<file path="src/hdl/edf_pkg.sv">
// ----------------------------------------------------------------------------
// edf_pkg
// Shared constants and result type for the escaped frame deframer.
// ----------------------------------------------------------------------------
package edf_pkg;

  localparam logic [7:0] SYNC_BYTE = 8'hE0;
  localparam logic [7:0] ESC_BYTE  = 8'hD0;
  localparam logic [7:0] WAIT_LEN  = 8'hFF;
  localparam logic [7:0] CMD_INDEX = 8'd3;

  typedef struct packed {
    logic [7:0] data_byte;
    logic [7:0] byte_index;
    logic       frame_end;
    logic       checksum_ok;
    logic [7:0] command_code;
  } result_t;

endpackage

</file>
<file path="src/hdl/escaped_frame_deframer_unit.sv">
// ----------------------------------------------------------------------------
// escaped_frame_deframer_unit
// Byte-stuffed serial frame deframer with 8-bit sum checksum.
// ----------------------------------------------------------------------------
//  channel | direction | ports
//  --------+-----------+-------------------------------------------------------
//  in      | sink      | in_valid, in_stall, in_rx_byte
//  out     | source    | out_valid, out_stall, out_data_byte, out_byte_index,
//          |           | out_frame_end, out_checksum_ok, out_command_code
//
//  One byte per cycle sustained while the output is not stalled; each byte
//  passes the input register, then the state update into the result register.
//  Synchronous active-low reset clears the frame state and both valid flags.
//  An output stall holds the result register and backs up to in_stall only
//  once the input register is also occupied.
// ----------------------------------------------------------------------------
module escaped_frame_deframer_unit (
  input  logic       clk,
  input  logic       rst_n,
  input  logic       in_valid,
  output logic       in_stall,
  input  logic [7:0] in_rx_byte,
  output logic       out_valid,
  input  logic       out_stall,
  output logic [7:0] out_data_byte,
  output logic [7:0] out_byte_index,
  output logic       out_frame_end,
  output logic       out_checksum_ok,
  output logic [7:0] out_command_code
);
  import edf_pkg::*;

  logic       s1_valid;
  logic [7:0] s1_byte;
  logic       out_ready;
  logic       fire;
  logic       has_result;
  result_t    core_result;
  result_t    out_result;

  assign fire = s1_valid && out_ready;

  edf_input_reg u_input_reg (
    .clk       (clk),
    .rst_n     (rst_n),
    .in_valid  (in_valid),
    .in_stall  (in_stall),
    .in_rx_byte(in_rx_byte),
    .advance_i (out_ready),
    .valid_o   (s1_valid),
    .byte_o    (s1_byte)
  );

  edf_core u_core (
    .clk         (clk),
    .rst_n       (rst_n),
    .fire_i      (fire),
    .byte_i      (s1_byte),
    .has_result_o(has_result),
    .result_o    (core_result)
  );

  edf_out_reg u_out_reg (
    .clk      (clk),
    .rst_n    (rst_n),
    .load_i   (fire && has_result),
    .result_i (core_result),
    .ready_o  (out_ready),
    .out_valid(out_valid),
    .out_stall(out_stall),
    .result_o (out_result)
  );

  assign out_data_byte    = out_result.data_byte;
  assign out_byte_index   = out_result.byte_index;
  assign out_frame_end    = out_result.frame_end;
  assign out_checksum_ok  = out_result.checksum_ok;
  assign out_command_code = out_result.command_code;

`ifndef ASSERT_OFF
  // input side only backs up when a result is held by a stalled consumer
  a_stall_cause: assert property (@(posedge clk) disable iff (!rst_n)
    in_stall |-> (out_valid && out_stall && s1_valid))
    else $error("in_stall without a stalled result");

  // a new result only appears after the input register held a byte
  a_result_source: assert property (@(posedge clk) disable iff (!rst_n)
    $rose(out_valid) |-> $past(s1_valid))
    else $error("result appeared without a buffered byte");

  // results always carry a frame position of at least one
  a_index_nonzero: assert property (@(posedge clk) disable iff (!rst_n)
    out_valid |-> (out_byte_index != 8'd0))
    else $error("result with zero byte index");
`endif

endmodule

</file>
<file path="src/hdl/edf_input_reg.sv">
// ----------------------------------------------------------------------------
// edf_input_reg
// Input register stage: holds one received byte until the core takes it.
// ----------------------------------------------------------------------------
module edf_input_reg (
  input  logic       clk,
  input  logic       rst_n,
  input  logic       in_valid,
  output logic       in_stall,
  input  logic [7:0] in_rx_byte,
  input  logic       advance_i,
  output logic       valid_o,
  output logic [7:0] byte_o
);

  logic       valid_r;
  logic       valid_nxt;
  logic [7:0] byte_r;
  logic       accept;

  assign in_stall = valid_r && !advance_i;
  assign accept   = in_valid && !in_stall;

  always_comb begin
    valid_nxt = valid_r;
    if (accept) begin
      valid_nxt = 1'b1;
    end else if (advance_i) begin
      valid_nxt = 1'b0;
    end
  end

  always_ff @(posedge clk) begin
    if (!rst_n) begin
      valid_r <= 1'b0;
    end else begin
      valid_r <= valid_nxt;
    end
  end

  always_ff @(posedge clk) begin
    if (accept) begin
      byte_r <= in_rx_byte;
    end
  end

  assign valid_o = valid_r;
  assign byte_o  = byte_r;

endmodule

</file>
<file path="src/hdl/edf_core.sv">
// ----------------------------------------------------------------------------
// edf_core
// Deframer state machine: sync/length/escape handling, running sum, command
// capture and per-byte result generation.
// ----------------------------------------------------------------------------
module edf_core (
  input  logic              clk,
  input  logic              rst_n,
  input  logic              fire_i,
  input  logic [7:0]        byte_i,
  output logic              has_result_o,
  output edf_pkg::result_t  result_o
);
  import edf_pkg::*;

  typedef enum logic [1:0] {
    PH_IDLE  = 2'd0,
    PH_LEN   = 2'd1,
    PH_FRAME = 2'd2
  } phase_t;

  phase_t     phase_r, phase_nxt;
  logic [7:0] len_r, len_nxt;
  logic [7:0] cnt_r, cnt_nxt;
  logic [7:0] sum_r, sum_nxt;
  logic       esc_r, esc_nxt;
  logic [7:0] cmd_r, cmd_nxt;
  logic [7:0] val;

  always_comb begin
    phase_nxt    = phase_r;
    len_nxt      = len_r;
    cnt_nxt      = cnt_r;
    sum_nxt      = sum_r;
    esc_nxt      = esc_r;
    cmd_nxt      = cmd_r;
    val          = byte_i;
    has_result_o = 1'b0;
    result_o     = '0;

    if (byte_i == SYNC_BYTE) begin
      // sync restarts from anywhere and drops a pending escape
      phase_nxt = PH_LEN;
      esc_nxt   = 1'b0;
    end else begin
      unique case (phase_r)
        PH_LEN: begin
          len_nxt = byte_i;
          cnt_nxt = '0;
          sum_nxt = byte_i;
          cmd_nxt = '0;
          if (byte_i == 8'd0) begin
            phase_nxt = PH_IDLE;
          end else if (byte_i == WAIT_LEN) begin
            phase_nxt = PH_LEN;
          end else begin
            phase_nxt = PH_FRAME;
          end
        end
        PH_FRAME: begin
          if (byte_i == ESC_BYTE) begin
            esc_nxt = 1'b1;
          end else begin
            val     = esc_r ? byte_i + 8'd1 : byte_i;
            esc_nxt = 1'b0;
            cnt_nxt = cnt_r + 8'd1;
            if (cnt_nxt == CMD_INDEX) begin
              cmd_nxt = val;
            end
            has_result_o        = 1'b1;
            result_o.data_byte  = val;
            result_o.byte_index = cnt_nxt;
            if (cnt_nxt == len_r) begin
              result_o.frame_end    = 1'b1;
              result_o.checksum_ok  = (sum_r == val);
              result_o.command_code = cmd_nxt;
              phase_nxt             = PH_IDLE;
            end else begin
              sum_nxt = sum_r + val;
            end
          end
        end
        default: ; // idle and unused code: byte ignored
      endcase
    end
  end

  always_ff @(posedge clk) begin
    if (!rst_n) begin
      phase_r <= PH_IDLE;
      len_r   <= '0;
      cnt_r   <= '0;
      sum_r   <= '0;
      esc_r   <= 1'b0;
      cmd_r   <= '0;
    end else if (fire_i) begin
      phase_r <= phase_nxt;
      len_r   <= len_nxt;
      cnt_r   <= cnt_nxt;
      sum_r   <= sum_nxt;
      esc_r   <= esc_nxt;
      cmd_r   <= cmd_nxt;
    end
  end

endmodule

</file>
<file path="src/hdl/edf_out_reg.sv">
// ----------------------------------------------------------------------------
// edf_out_reg
// Result register: holds one result until the downstream transfer completes.
// ----------------------------------------------------------------------------
module edf_out_reg (
  input  logic             clk,
  input  logic             rst_n,
  input  logic             load_i,
  input  edf_pkg::result_t result_i,
  output logic             ready_o,
  output logic             out_valid,
  input  logic             out_stall,
  output edf_pkg::result_t result_o
);
  import edf_pkg::*;

  logic    valid_r;
  logic    valid_nxt;
  result_t result_r;

  assign ready_o = !valid_r || !out_stall;

  always_comb begin
    valid_nxt = valid_r;
    if (load_i) begin
      valid_nxt = 1'b1;
    end else if (ready_o) begin
      valid_nxt = 1'b0;
    end
  end

  always_ff @(posedge clk) begin
    if (!rst_n) begin
      valid_r <= 1'b0;
    end else begin
      valid_r <= valid_nxt;
    end
  end

  always_ff @(posedge clk) begin
    if (load_i) begin
      result_r <= result_i;
    end
  end

  assign out_valid = valid_r;
  assign result_o  = result_r;

endmodule

</file>
<file path="config.mk">
export PLATFORM = sky130hd
export DESIGN_NAME = escaped_frame_deframer_unit
export DESIGN_NICKNAME = d
export VERILOG_FILES = /design/src/hdl/edf_pkg.sv /design/src/hdl/escaped_frame_deframer_unit.sv /design/src/hdl/edf_input_reg.sv /design/src/hdl/edf_core.sv /design/src/hdl/edf_out_reg.sv
export SDC_FILE = /design/constraint.sdc
export NUM_CORES = 1
export LEC_CHECK = 0
export BUFFER_PORTS_ARGS = -buffer_cell sky130_fd_sc_hd__clkbuf_2
export CAP_MARGIN = 20
export CORE_ASPECT_RATIO = 1.2
export CORE_MARGIN = 10
export CORE_UTILIZATION = 54
export CTS_CLUSTER_DIAMETER = 120
export CTS_CLUSTER_SIZE = 20
export DETAILED_ROUTE_END_ITERATION = 12
export GPL_TIMING_DRIVEN = 0
export PLACE_DENSITY = 0.86
export SYNTH_ARGS = -nofsm -noshare
export SYNTH_HDL_FRONTEND = slang
export SYNTH_HIERARCHICAL = 1
export SYNTH_SLANG_ARGS = --single-unit
</file>
<file path="constraint.sdc">
create_clock -name clk -period 2.66 [get_ports clk]
set_clock_uncertainty 0.05 [all_clocks]
set_input_delay 0.399 -clock clk [delete_from_list [all_inputs] [get_ports clk]]
set_output_delay 0.399 -clock clk [all_outputs]
set_load 0.01 [all_outputs]
</file>
==> impl_metrics.tcl <==
set metrics [dict create \
    io_pins 40 \
    drcViolationCount 0 \
    syn_area_per_cell_um2 9.77 \
    min_path_type "primary input to flip-flop" \
    dp_hpwl_um 6940 \
    nets 513 \
    grtUsageTotal 0.179 \
    critPathLaunchType "flip-flop" \
    slew_viol_final 0 \
    post_route_cells_drive_above_1_share 0.274 \
    setup_ws_ns -0.00783 \
    cp_max_fo 9 \
    worst_setup_path_end_kind "flip-flop" \
    p_leak_nw 1.93 \
    grt_pass1_vias 3539 \
    holdWs_ns 0.161 \
    gp_congestion 0.908 \
    violations "negative setup slack" \
    criticalPathCategory "flip-flop to flip-flop" \
    r2r_start "u_input_reg/byte_o[0]$_DFFE_PP_" \
    cts_tree "yes" \
    die_h_um 116 \
    rows 34 \
    synth_edf_count 34 \
    cts_made_buffers 9 \
    finalHoldViolCount 0 \
    min-delay-start "in_rx_byte[6]" \
    max_freq_mhz 375 \
    arrival_ns 2.89 \
    fin_crit_ns 2.67 \
    die-area_mm2 0.0115 \
    drt-initial-drc-count 467 \
    synthCells 422 \
    grt_max_degree 28 \
    synth.ff_latch_count 71 \
    wl_per_cell_um 19.6 \
    antenna_left 0 \
    syn_area_mm2 0.00412 \
    buffer_ports.inserted 39 \
    outcome "finished with violations" \
    start_util 0.560 \
    slew_headroom 0.553 \
    die-width_um 99.8 \
    worstPathRequired_ns 2.88 \
    clk_path_buf_depth 2 \
    mostFrequentLayoutCell "nand2_1" \
    syn_nets 447 \
    placed_area_mm2 0.00443 \
    wirelength_um 11400 \
    setup_viol_count_final 1 \
    clk-insertion-delay-late_ns 0.36 \
    clk_root_buffer_cell "clkbuf_8" \
    first_pass_iters 5 \
    p_per_area_mw_per_mm2 455 \
    ys_seq_area_frac 0.427 \
    cap_violations 0 \
    core_mm2 0.00736 \
    clk_pin_slew_ns 0.08 \
    ys_types 67 \
    ys_async_sr_fraction 0 \
    htreeDepth 3 \
    postLayoutCellArea_mm2 0.00507 \
    fin_crit_sh 1.00 \
    ir_drop_uv 354 \
    diodes 0 \
    layout_common_cells "43 x nand2_1, 41 x clkbuf_2, 35 x dfxtp_1, 34 x edfxtp_1, 26 x nor2_1" \
    grt_pass1_wl_um 16800 \
    ys.flop_type "dfxtp_1" \
    antenna_found_initial 0 \
    synth_warnings 6 \
    grt-ovfl-total 0 \
    syn2layout_area_growth_pct 23.1 \
    startpoint "u_input_reg/byte_o[0]$_DFFE_PP_" \
    clock_sinks 71 \
    worstMarginPinSlew_ns 0.669 \
    viasPerCell 6.31 \
    vias 3681 \
]
## synthesized netlist by cell type, drive strengths merged (2+ instances only)
cell	instances	area (um^2)
nand3	11	60.1
o211a	3	30.0
a211oi	3	22.5
nor4b	3	26.3
a21o	2	15.0
nand2	44	165
o21ai	18	101
nand2b	7	43.8
and3	3	18.8
xnor2	17	149
a211o	3	26.3
nor2	28	110
o31ai	3	27.5
o311ai	2	35.0
inv	12	45.1
nor2b	25	164
buf	12	77.6
clkbuf	15	56.3
and2	8	50.1
mux2i	24	240
a31oi	3	18.8
a21oi	16	80.1
o21a	3	22.5
a21boi	8	60.1
or2	2	15.0
nand4	5	37.5
nor3b	3	22.5
edfxtp	34	1020
ha	12	150
nor4	7	65.1
o2111ai	2	17.5
and4b	2	20.0
o211ai	3	22.5
xor2	10	87.6
nand3b	8	60.1
nor3	9	50.1
dfxtp	37	741
## report_power, final
part,internal (mW),switching (mW)
clock network,0.529,0.437
logic,0.0761,0.107
registers,1.15,0.0109
total,1.75,0.556
## flip-flops by register name (all words and copies together), names as in the netlist, 2 cells and up
| signal | cells |
|---|---|
| u_core/len_r | 8 |
| u_core/cmd_r | 8 |
| u_core/sum_r | 8 |
| u_input_reg/byte_o | 8 |
| u_core/phase_r | 2 |
| u_core/cnt_r | 8 |
| u_out_reg/result_o | 26 |
## cells by family (layout without fill, tap and decap cells)
group | Yosys count | in the layout | share of synthesized area
simple gates | 169 | 169 | 0.230
flops | 71 | 71 | 0.427
compound gates | 78 | 78 | 0.137
fa+ha+maj | 13 | 13 | 0.0413
mux | 24 | 24 | 0.0583
xor+xnor | 28 | 28 | 0.0628
buf+inv | 39 | 110 | 0.0434
## repair_timing
item / in CTS / in global routing
gates resized for setup: 21 / 27
pin swaps: 5 / 13
hold buffers: 0 / 0
endpoints found under the setup margin: 53 / 81
setup buffers: 7 / 12
## area by class of cell
cell class / count / area (um^2)
inverter: 12 / 45.0
clock inverter: 7 / 97.6
sequential: 71 / 1760
fill: 531 / 2290
timing repair buffer: 58 / 363
tap: 90 / 113
clock buffer: 9 / 124
buffer: 24 / 130
multi-input combinational: 312 / 2440
## per-stage QoR
stage | power, mW | setup slack (ns) | TNS, ns | std cells | utilization
finish | 2.31 | -0.00783 | -0.00783 | 583 | 0.689
detailed placement | 1.32 | -0.436 | -12.33 | 551 | 0.602
global placement | 1.31 | -0.314 | -7.31 | 551 | 0.602
global route | 2.37 | -0.158 | -0.507 | 583 | 0.689
floorplan | 1.28 | 0.154 | 0 | 422 | -
CTS | 2.27 | 0.000399 | 0 | 571 | 0.655
## path summary, 6_finish.rpt
| check | end | slack, ns | depth (start not counted) |
|---|---|---|---|
| setup / recovery | u_core/sum_r[1]$_SDFFE_PN0P_ | -0.008 | 9 |
| hold / removal | u_input_reg/byte_o[6]$_DFFE_PP_ | 0.16 | 1 |
| setup reg to reg | u_core/sum_r[1]$_SDFFE_PN0P_ | -0.008 | 9 |
| hold reg to reg | u_core/cmd_r[4]$_SDFFE_PN0P_ | 0.44 | 2 |
## layer usage
metal	GRT usage	share of wire
met5	0	0
met1	0.205	0.38
met2	0.294	0.48
met4	0.0986	0.050
met3	0.0512	0.096
## worst max-delay path, stage by stage (launching register included)
cell and delay, ns:
edfxtp_1 0.44, inv_2 0.12, ha_1 0.14, or3b_1 0.38, buf_6 0.16, o311ai_2 0.47
nand2_2 0.27, o21ai_4 0.14, buf_12 0.15, mux2i_1 0.25
Note: power is estimated with default switching activity, not from simulation.
